[src/design/dhd_pkg.sv]
package dhd_pkg;

  localparam int unsigned MAX_CLASSES = 128;
  localparam int unsigned MAX_ANCHORS = 16384;
  localparam int unsigned BOX_FIELDS  = 4;

  localparam int unsigned CORNER_SHIFT = 25;
  localparam int unsigned SIZE_SHIFT   = 24;

  localparam logic [7:0]  MAX_CLASSES_W = 8'(MAX_CLASSES);
  localparam logic [14:0] MAX_ANCHORS_W = 15'(MAX_ANCHORS);

  localparam logic signed [42:0] CORNER_BIAS = 43'sd33554431;
  localparam logic signed [42:0] SIZE_BIAS   = 43'sd16777215;
  localparam logic signed [42:0] SAT_HI      = 43'sd32767;
  localparam logic signed [42:0] SAT_LO      = -43'sd32768;

  localparam logic [1:0] REG_CLASS_COUNT     = 2'd0;
  localparam logic [1:0] REG_ANCHOR_COUNT    = 2'd1;
  localparam logic [1:0] REG_SCORE_THRESHOLD = 2'd2;
  localparam logic [1:0] REG_SCALE_FACTOR    = 2'd3;

  typedef struct packed {
    logic signed [23:0] cx;
    logic signed [23:0] cy;
    logic signed [23:0] w;
    logic signed [23:0] h;
    logic signed [23:0] score;
    logic [6:0]         class_id;
    logic [13:0]        anchor_index;
    logic               last_anchor;
  } row_t;

  function automatic logic signed [15:0] trunc_sat(input logic signed [42:0] p,
                                                   input logic corner);
    logic signed [42:0] bias;
    logic signed [42:0] sum;
    logic signed [42:0] q;
    bias = '0;
    if (p[42]) begin
      bias = corner ? CORNER_BIAS : SIZE_BIAS;
    end
    sum = p + bias;
    q = corner ? (sum >>> CORNER_SHIFT) : (sum >>> SIZE_SHIFT);
    if (q > SAT_HI) begin
      q = SAT_HI;
    end else if (q < SAT_LO) begin
      q = SAT_LO;
    end
    return q[15:0];
  endfunction

endpackage

[src/design/dhd_row_acc.sv]
module dhd_row_acc
  import dhd_pkg::*;
(
  input  logic               clk,
  input  logic               rst_n,
  input  logic               in_valid,
  input  logic signed [23:0] in_value,
  output logic               in_stall,
  input  logic [7:0]         class_count,
  input  logic [14:0]        anchor_count,
  input  logic               row_take,
  output logic               row_valid,
  output row_t               row
);

  logic [7:0]         pos_r, pos_nxt;
  logic signed [23:0] box_r   [BOX_FIELDS];
  logic signed [23:0] box_nxt [BOX_FIELDS];
  logic signed [23:0] best_r, best_nxt;
  logic [6:0]         best_cls_r, best_cls_nxt;
  logic [13:0]        anchor_r, anchor_nxt;
  logic               row_valid_r, row_valid_nxt;
  row_t               row_r, row_nxt;

  logic [7:0]  cls_eff;
  logic [8:0]  row_end_pos;
  logic        row_end;
  logic [14:0] anchors_eff;
  logic        last;
  logic        accept;
  logic [7:0]  cls_idx;

  always_comb begin
    if (class_count == '0) begin
      cls_eff = 8'd1;
    end else if (class_count > MAX_CLASSES_W) begin
      cls_eff = MAX_CLASSES_W;
    end else begin
      cls_eff = class_count;
    end
    if (anchor_count == '0) begin
      anchors_eff = 15'd1;
    end else if (anchor_count > MAX_ANCHORS_W) begin
      anchors_eff = MAX_ANCHORS_W;
    end else begin
      anchors_eff = anchor_count;
    end
  end

  assign row_end_pos = {1'b0, cls_eff} + 9'(BOX_FIELDS - 1);
  assign row_end     = {1'b0, pos_r} >= row_end_pos;
  assign last        = ({1'b0, anchor_r} + 15'd1) >= anchors_eff;
  assign cls_idx     = pos_r - 8'(BOX_FIELDS);

  assign in_stall = row_end && row_valid_r && !row_take;
  assign accept   = in_valid && !in_stall;

  always_comb begin
    pos_nxt      = pos_r;
    box_nxt      = box_r;
    best_nxt     = best_r;
    best_cls_nxt = best_cls_r;
    anchor_nxt   = anchor_r;
    if (accept) begin
      if (pos_r < 8'(BOX_FIELDS)) begin
        box_nxt[pos_r[1:0]] = in_value;
      end else if (cls_idx == '0 || in_value > best_r) begin
        best_nxt     = in_value;
        best_cls_nxt = cls_idx[6:0];
      end
      if (row_end) begin
        pos_nxt    = '0;
        anchor_nxt = last ? '0 : anchor_r + 14'd1;
      end else begin
        pos_nxt = pos_r + 8'd1;
      end
    end
  end

  always_comb begin
    row_nxt              = row_r;
    row_valid_nxt        = row_valid_r && !row_take;
    if (accept && row_end) begin
      row_valid_nxt      = 1'b1;
      row_nxt.cx           = box_r[0];
      row_nxt.cy           = box_r[1];
      row_nxt.w            = box_r[2];
      row_nxt.h            = box_r[3];
      row_nxt.score        = best_nxt;
      row_nxt.class_id     = best_cls_nxt;
      row_nxt.anchor_index = anchor_r;
      row_nxt.last_anchor  = last;
    end
  end

  always_ff @(posedge clk) begin
    if (!rst_n) begin
      pos_r       <= '0;
      box_r       <= '{default: '0};
      best_r      <= '0;
      best_cls_r  <= '0;
      anchor_r    <= '0;
      row_valid_r <= 1'b0;
    end else begin
      pos_r       <= pos_nxt;
      box_r       <= box_nxt;
      best_r      <= best_nxt;
      best_cls_r  <= best_cls_nxt;
      anchor_r    <= anchor_nxt;
      row_valid_r <= row_valid_nxt;
    end
  end

  always_ff @(posedge clk) begin
    row_r <= row_nxt;
  end

  assign row_valid = row_valid_r;
  assign row       = row_r;

endmodule
[config.mk]
export PLATFORM = sky130hd
export DESIGN_NAME = dhd_row_acc
export DESIGN_NICKNAME = d
export VERILOG_FILES = /design/src/design/dhd_pkg.sv /design/src/design/dhd_row_acc.sv
export SDC_FILE = /design/constraint.sdc
export NUM_CORES = 1
export LEC_CHECK = 0
export ABC_AREA = 0
export ABC_CLOCK_PERIOD_IN_PS = 22000
export BUFFER_PORTS_ARGS = -buffer_cell sky130_fd_sc_hd__buf_2
export CORE_MARGIN = 4
export CORE_UTILIZATION = 60
export CTS_BUF_LIST = sky130_fd_sc_hd__clkbuf_16
export DETAILED_ROUTE_END_ITERATION = 6
export GPL_TIMING_DRIVEN = 0
export PLACE_DENSITY = 0.95
export SLEW_MARGIN = 20
export SYNTH_ARGS = -nofsm -noshare
export SYNTH_HDL_FRONTEND = slang
export SYNTH_SLANG_ARGS = --single-unit
export TNS_END_PERCENT = 30
[constraint.sdc]
create_clock -name clk -period 22 [get_ports clk]
set_input_delay 3.3 -clock clk [delete_from_list [all_inputs] [get_ports clk]]
set_output_delay 3.3 -clock clk [all_outputs]
set_load 0.1 [all_outputs]
==> results.py, run 1 <==
metrics = {
    "synth": {
        "synthFlopType": "dfxtp_1",
        "netlist_top_cells_area": "edfxtp_1 (36%), dfxtp_1 (25%), mux2i_1 (6.1%)",
        "synth_seq_cells": 292,
        "synth.most_common_cell": "dfxtp_1",
        "syn_inst": 1020,
        "syn_nets": 1127,
        "synth_area_mm2": 0.01181,
        "yosys_warnings": 0,
        "ys_seq_area_frac": 0.6156,
        "avgSynthCellArea_um2": 11.57,
        "yosysTopAreaCell": "edfxtp_1",
        "synth_top_area_frac": 0.3612,
        "synthArstFlopShare": 0,
        "synth-edff-count": 142,
        "synth_commonest_cells": "dfxtp_1 (150), edfxtp_1 (142), nand2_1 (122)",
        "post_synth_num_cell_types": 53,
    },
    "flow_run": {
        "max-cap-violations": 0,
    },
    "die": {
        "dieArea_mm2": 0.02198,
        "pin_count": 195,
        "coreArea_mm2": 0.01940,
        "row_count": 51,
        "initial_core_util": 0.6086,
        "fp.dieW_um": 148.3,
        "die_h_um": 148.3,
    },
    "place": {
        "portBuffers": 194,
        "place_ws_ns": 12.53,
        "routabilityCongestion": 0.9025,
        "place_area_mm2": 0.01317,
        "dp_hpwl_um": 19830,
    },
    "timing": {
        "rsz0062_at_grt": "false",
        "finalSetupViolCount": 0,
        "whs_ns": 0.4269,
        "fmax_ghz": 0.1059,
        "tightest_slew_ns": 0.9632,
        "setup_tns_ns": 0,
        "clock_skew_ns": 0.01505,
        "final_max_slew_viol_count": 0,
        "final.setup.worst_slack_ns": 12.55,
        "finalCriticalPeriod_ns": 9.446,
        "slew_headroom": 0.3529,
        "hold_viol_final": 0,
        "finalCritPeriodShare": 0.4294,
    },
    "setup_path": {
        "crit_path_cell_trace": "buf_2 > nor2_1 > nand2_1 > o41ai_1 > nand2b_1 > ha_1 > nand3b_1 > xnor2_1 > nand2_1 > ha_1 > or4_1 > a21oi_1 > o31a_2 > nor2_1 > buf_2",
        "path_class": "in2out",
        "cp.arrival_ns": 6.15,
        "path_buf_inv": 2,
        "start_kind": "input pin",
        "required_ns": 18.70,
        "crit_slowest_cell": "or4_1",
        "slowest_delay_ns": 0.52,
        "end_kind": "output pin",
        "crit_path_max_fanout": 7,
        "cp_top_family": "simple AND/OR/NAND/NOR gates",
    },
    "finish": {
        "layout-drive-gt1-share": 0.2158,
        "antenna_cells": 0,
        "nets": 1352,
        "syn_to_final_growth_pct": 18.66,
        "fin_area_mm2": 0.01401,
    },
    "global_routing": {
        "grt_max_degree": 61,
        "grt_pass1_wl_um": 46210,
        "grt_pass1_vias": 8796,
        "grt_util_all_layers": 0.2619,
        "gr-total-overflow": 0,
        "antenna_found_initial": 0,
    },
    "clocking": {
        "cts_buffers": 27,
        "cts_tree": "yes",
        "cts_sinks": 292,
        "cts.clk_slew.worst_paths_ns": 0.06,
        "holdBufCountCts": 0,
        "clock_latency_ns": 0.53,
        "h-tree-depth": 1,
        "cts_setup_buffers": 0,
        "cts-root-buf": "clkbuf_16",
        "cts_resized": 0,
        "clock_path_buffers": 3,
    },
    "detailed_routing": {
        "drc": 0,
        "wl_met3_um": 2440,
        "wl_met2_um": 14410,
        "met1Wirelength_um": 11360,
        "dr.pass1.iters": 6,
        "routed_wirelength_um": 29400,
        "via_count": 8900,
        "drt_iter0_markers": 843,
        "wl_per_cell_um": 19.21,
        "highest_layer": "met4",
        "ant_nets": 0,
        "via_per_inst": 5.817,
    },
    "outcome": {
        "status": "finished, final reports clean",
    },
    "power_and_ir_drop": {
        "p_per_area_mw_per_mm2": 78.70,
        "ir_drop_mv": 0.04412,
        "power.leakage_nw": 6.170,
        "total_power_mw": 1.102,
    },
    "hold_path": {
        "worstHoldPathType": "reg2reg",
    },
}
-- logic make-up after synthesis --
family,after synthesis,share of synthesized area
compound gates,149,0.07949
mux,78,0.06868
buf+inv,88,0.03116
xor+xnor,25,0.01855
simple gates,332,0.1272
fa+ha+maj,56,0.05935
flops,292,0.6156
-- state kept, by name, indices dropped and copies added (netlist names) --
name and count:
box_r 96, pos_r 8, row_valid 1, best_r 24, best_cls_r 7, row 142, anchor_r 14
-- path summary, 6_finish.rpt --
kind | from | end | cells past startpoint | slack, ns
worst max-delay path | class_count[1] | in_stall | 15 | 12.55
worst min-delay path | box_r[47]$_SDFFE_PN0P_ | row[93]$_DFFE_PP_ | 0 | 0.43
worst max register to register | anchor_r[0]$_SDFFE_PN0P_ | anchor_r[10]$_SDFFE_PN0P_ | 16 | 17.45
worst min register to register | box_r[47]$_SDFFE_PN0P_ | row[93]$_DFFE_PP_ | 0 | 0.43
-- stage by stage --
step / util / instances
final: 0.7221 / 1530
after floorplan: - / 1020
after global routing: 0.7221 / 1530
after global placement: 0.6757 / 1479
after CTS: 0.7221 / 1530
after detailed placement: 0.6787 / 1481
-- layer usage --
metal,vias to the layer above,track usage
met5,-,0
met2,495,0.4410
met4,0,0.1095
met3,93,0.03991
li1,4088,-
met1,4224,0.3413
-- worst register-to-register path, cell delays in order, from the launching register on --
cell and delay, ns:
dfxtp_1 0.45, ha_1 0.27, nand3_1 0.18, or2_2 0.34
clkbuf_1 0.16, nor2_1 0.36, nand3_1 0.15, xnor2_1 0.27
ha_1 0.30, a21o_1 0.17, a21o_1 0.18, a21oi_1 0.12
o21ai_0 0.10, a21oi_1 0.61, clkbuf_1 0.45, o21ai_0 0.21
o21ai_0 0.13
-- where the power goes --
group | switching (mW) | total (mW) | leakage (nW) | internal (mW)
Combinational | 0.0513 | 0.0745 | 3.11 | 0.0232
Clock | 0.199 | 0.447 | 0.421 | 0.248
Sequential | 0.00466 | 0.581 | 2.64 | 0.576
Total | 0.255 | 1.10 | 6.17 | 0.847
-- cell usage in the layout (no fill, tap or decap), drive strengths merged, types with 9 or more instances in the layout --
master	count
nand3	54
a21o	11
dfxtp	150
nor3	10
buf	215
nor2	95
a21oi	76
nand2b	9
ha	56
clkbuf	58
nand2	122
edfxtp	142
o211ai	25
inv	42
xor2	11
nand4	17
clkinv	11
xnor2	14
o21ai	14
mux2i	72
-- final cells by class --
type | count | area (um2)
buffer | 50 | 229.0
clock buffer | 27 | 675.6
clock inverter | 22 | 166.4
fill | 1284 | 5390
inverter | 38 | 142.6
multi-input combinational | 640 | 4170
sequential | 292 | 7267
tap | 265 | 331.6
timing repair buffer | 196 | 1026
No activity file was read; power rests on OpenSTA's default activity.
==> run 2, diff against run 1 <==
--- a/config.mk
+++ b/config.mk
@@ -5,15 +5,15 @@
 export SDC_FILE = /design/constraint.sdc
 export NUM_CORES = 1
 export LEC_CHECK = 0
-export ABC_AREA = 0
-export ABC_CLOCK_PERIOD_IN_PS = 22000
+export ABC_AREA = 1
+export ABC_CLOCK_PERIOD_IN_PS = 8350
 export BUFFER_PORTS_ARGS = -buffer_cell sky130_fd_sc_hd__buf_2
 export CORE_MARGIN = 4
-export CORE_UTILIZATION = 60
+export CORE_UTILIZATION = 51
 export CTS_BUF_LIST = sky130_fd_sc_hd__clkbuf_16
 export DETAILED_ROUTE_END_ITERATION = 6
 export GPL_TIMING_DRIVEN = 0
-export PLACE_DENSITY = 0.95
+export PLACE_DENSITY = 0.87
 export SLEW_MARGIN = 20
 export SYNTH_ARGS = -nofsm -noshare
 export SYNTH_HDL_FRONTEND = slang
==> constraint.sdc (replaced) <==
create_clock -name clk -period 8.35 [get_ports clk]
set_input_delay 1.2525 -clock clk [delete_from_list [all_inputs] [get_ports clk]]
set_output_delay 1.2525 -clock clk [all_outputs]
set_load 0.1 [all_outputs]
==> run 2 against run 1 <==
Net effect: sequential share of layout area fell by 2.0 points; power rose to 2.8 times the previous value; core utilization decreased by 10 points; sequential power rose to 2.7 times the previous value; routed wire length is 4.3% lower; critical path depth grew 2; non-clock buffer count decreased by 5; count of clock-buffer cells in the layout is 2 higher; combinational power grew to 3.3 times the previous value; via count is 2.5% higher; worst setup slack worse by 9.7 ns; flip-flop and latch count unchanged.
==> results.py, run 2 <==
metrics = {
    "outcome": {
        "status": "finished, final reports clean",
    },
    "setup_path": {
        "reg2regPathDepth": 23,
        "start_kind": "input pin",
        "cp.arrival_ns": 4.24,
        "worst_r2r_endpoint": "anchor_r[0]$_SDFFE_PN0P_",
        "end_kind": "output pin",
        "required_ns": 7.10,
        "reg2reg_slack_ns": 4.79,
        "crit_path_max_fanout": 5,
        "crit-reg2reg-launch": "anchor_r[0]$_SDFFE_PN0P_",
        "path_class": "in2out",
    },
    "clocking": {
        "cts_resized": 0,
        "cts_sinks": 292,
        "cts.clk_slew.worst_paths_ns": 0.06,
        "h-tree-depth": 1,
        "cts_tree": "yes",
        "cts-root-buf": "clkbuf_16",
        "cts_buffers": 28,
        "clock_path_buffers": 3,
        "cts_setup_buffers": 0,
        "clock_latency_ns": 0.52,
        "holdBufCountCts": 0,
    },
    "power_and_ir_drop": {
        "pwr-share-comb": 0.080,
        "netSwitchingFraction": 0.2341,
        "p_per_area_mw_per_mm2": 210.2,
        "total_power_mw": 3.061,
        "switchingPower_uw": 716.8,
        "p_int_mw": 2.345,
        "p_seq_frac": 0.503,
        "power.leakage_nw": 6.391,
        "p_clk_frac": 0.417,
        "ir_drop_mv": 0.1357,
    },
    "synth": {
        "synth-edff-count": 142,
        "synth-xor-area-share": 0.01577,
        "yosys.area_share.simple": 0.1854,
        "syn_nets": 1326,
        "post_synth_num_cell_types": 38,
        "synth_commonest_cells": "nand2_1 (365), dfxtp_1 (150), edfxtp_1 (142)",
        "netlist_top_cells_area": "edfxtp_1 (35%), dfxtp_1 (25%), nand2_1 (11%)",
        "yosysTopAreaCell": "edfxtp_1",
        "synthArstFlopShare": 0,
        "synthFlopType": "dfxtp_1",
        "synth_area_mm2": 0.01222,
        "syn_inst": 1219,
        "synth-compound-area-share": 0.08377,
        "yosys_warnings": 0,
        "synth_seq_cells": 292,
        "synth_top_family_by_area": "simple AND/OR/NAND/NOR gates",
        "ys_seq_area_frac": 0.5948,
        "avgSynthCellArea_um2": 10.02,
        "synth.most_common_cell": "nand2_1",
        "synth_top_area_frac": 0.3490,
        "synth_mux_area_frac": 0,
        "synthAdderAreaFrac": 0.05735,
    },
    "detailed_routing": {
        "via_per_inst": 5.111,
        "drc": 0,
        "dr.pass1.iters": 5,
        "via_count": 9123,
        "ant_nets": 0,
        "wl_per_cell_um": 15.75,
        "routed_wirelength_um": 28120,
        "drt_iter0_markers": 612,
    },
    "finish": {
        "largest_reg_flops": 142,
        "layout-drive-gt1-share": 0.2497,
        "layout_commonest_cell": "nand2_1",
        "fin_cells": 1785,
        "register_area_mm2": 0.007267,
        "nets": 1551,
        "n_fill_cell": 1874,
        "final_cell_mix": "nand2_1 (365), buf_2 (212), dfxtp_1 (150), edfxtp_1 (142), inv_1 (129)",
        "syn_to_final_growth_pct": 19.21,
        "antenna_cells": 0,
        "multiInputGateArea_mm2": 0.004182,
    },
    "timing": {
        "final.setup.worst_slack_ns": 2.859,
        "final_max_slew_viol_count": 0,
        "rsz0062_at_grt": "false",
        "finalCritPeriodShare": 0.6576,
        "finalSetupViolCount": 0,
        "finalCriticalPeriod_ns": 5.491,
        "setup_tns_ns": 0,
        "whs_ns": 0.4302,
        "tightest_slew_ns": 0.8499,
        "hold_viol_final": 0,
        "slew_headroom": 0.4334,
        "clock_skew_ns": 0.01474,
        "fmax_ghz": 0.1821,
    },
    "global_routing": {
        "grt_max_degree": 83,
        "antenna_found_initial": 0,
        "grt_pass1_vias": 8834,
        "grt_pass1_wl_um": 44680,
        "grt_util_all_layers": 0.2082,
        "gr-total-overflow": 0,
    },
    "die": {
        "fp.dieW_um": 162.8,
        "die_h_um": 162.8,
        "row_count": 56,
        "coreArea_mm2": 0.02354,
        "dieArea_mm2": 0.02650,
        "initial_core_util": 0.5190,
        "pin_count": 195,
    },
    "place": {
        "place_ws_ns": 2.863,
        "dp_hpwl_um": 20420,
        "place_inst": 1733,
        "portBuffers": 194,
        "routabilityCongestion": 0.8546,
    },
    "hold_path": {
        "hp-start": "box_r[10]$_SDFFE_PN0P_",
        "worstHoldPathType": "reg2reg",
        "whs_endpoint": "row[56]$_DFFE_PP_",
        "hold_depth": 0,
    },
    "flow_run": {
        "max-cap-violations": 0,
    },
}
## run 2: changes by cell type after synthesis, moves of 8 or more
cell	before	now
nand4_1	17	37
inv_1	37	126
a21oi_2	0	81
clkbuf_1	31	19
a21oi_1	76	41
nor2_1	94	65
nand2_1	122	365
nand2b_1	9	0
mux2i_1	72	0
nand3_1	51	32
o211ai_1	25	1
a21o_1	11	3
## run 2: area by class of cell
type / count / area share
Buffer: 46 / 0.01778
Clock buffer: 29 / 0.04982
Timing Repair Buffer: 195 / 0.06855
Tap cell: 319 / 0.02740
Sequential cell: 292 / 0.4989
Clock inverter: 23 / 0.01486
Inverter: 134 / 0.03556
Multi-Input combinational cell: 747 / 0.2871
## run 2: worst max-delay path by stage
stage                         startpoint            endpoint  slack (ns)
after floorplan           class_count[4]    row[0]$_DFFE_PP_        1.37
after global placement    class_count[4]  row[104]$_DFFE_PP_       -0.14
after detailed placement  class_count[4]            in_stall        2.86
after CTS                 class_count[4]            in_stall        2.86
after global routing      class_count[4]            in_stall        2.57
final                     class_count[4]            in_stall        2.86
## run 2: worst max-delay path, stage by stage
cell,delay [ns]
buf_2,0.11
nor4_1,0.29
nand2_1,0.14
nand2_1,0.14
o21ai_0,0.15
ha_1,0.23
nor2_1,0.10
nand2_1,0.08
nor3_1,0.22
xor2_1,0.11
ha_1,0.32
and3_1,0.20
nand3b_2,0.11
nand4_4,0.16
nand3_4,0.12
inv_1,0.07
buf_2,0.41
## run 2: power groups by stage
| stage | clock network, mW | logic (mW) | registers (mW) |
|---|---|---|---|
| after global placement | 0 | 0.234 | 1.57 |
| after floorplan | 0 | 0.127 | 1.61 |
| final | 1.28 | 0.245 | 1.54 |
| after global routing | 1.35 | 0.268 | 1.54 |
| after CTS | 1.29 | 0.245 | 1.54 |
| after detailed placement | 0 | 0.243 | 1.57 |
## run 2: per-stage QoR
step	utilization	area [um2]
after CTS	0.6187	14570
after floorplan	-	12220
after global routing	0.6187	14570
after detailed placement	0.5787	13620
final	0.6187	14570
after global placement	0.5772	13590
## run 2: cells by family after synthesis
group | Yosys count
AO/OA/AOI/OAI | 141
XOR/XNOR | 22
adder cells (fa/ha/maj) | 56
buffers and inverters | 180
flip-flops | 292
AND/OR/NAND/NOR | 528
## run 2: routing by layer
metal  routed length (um)  part of all wire  track usage  vias to the layer above
li1                     -                 -            -                     4462
met1                11600              0.41       0.2730                     4266
met2                13780              0.49       0.3634                      347
met3                 2176             0.077      0.03037                       48
met4                  563             0.020      0.05528                        0
met5                    0                 0            0                        -
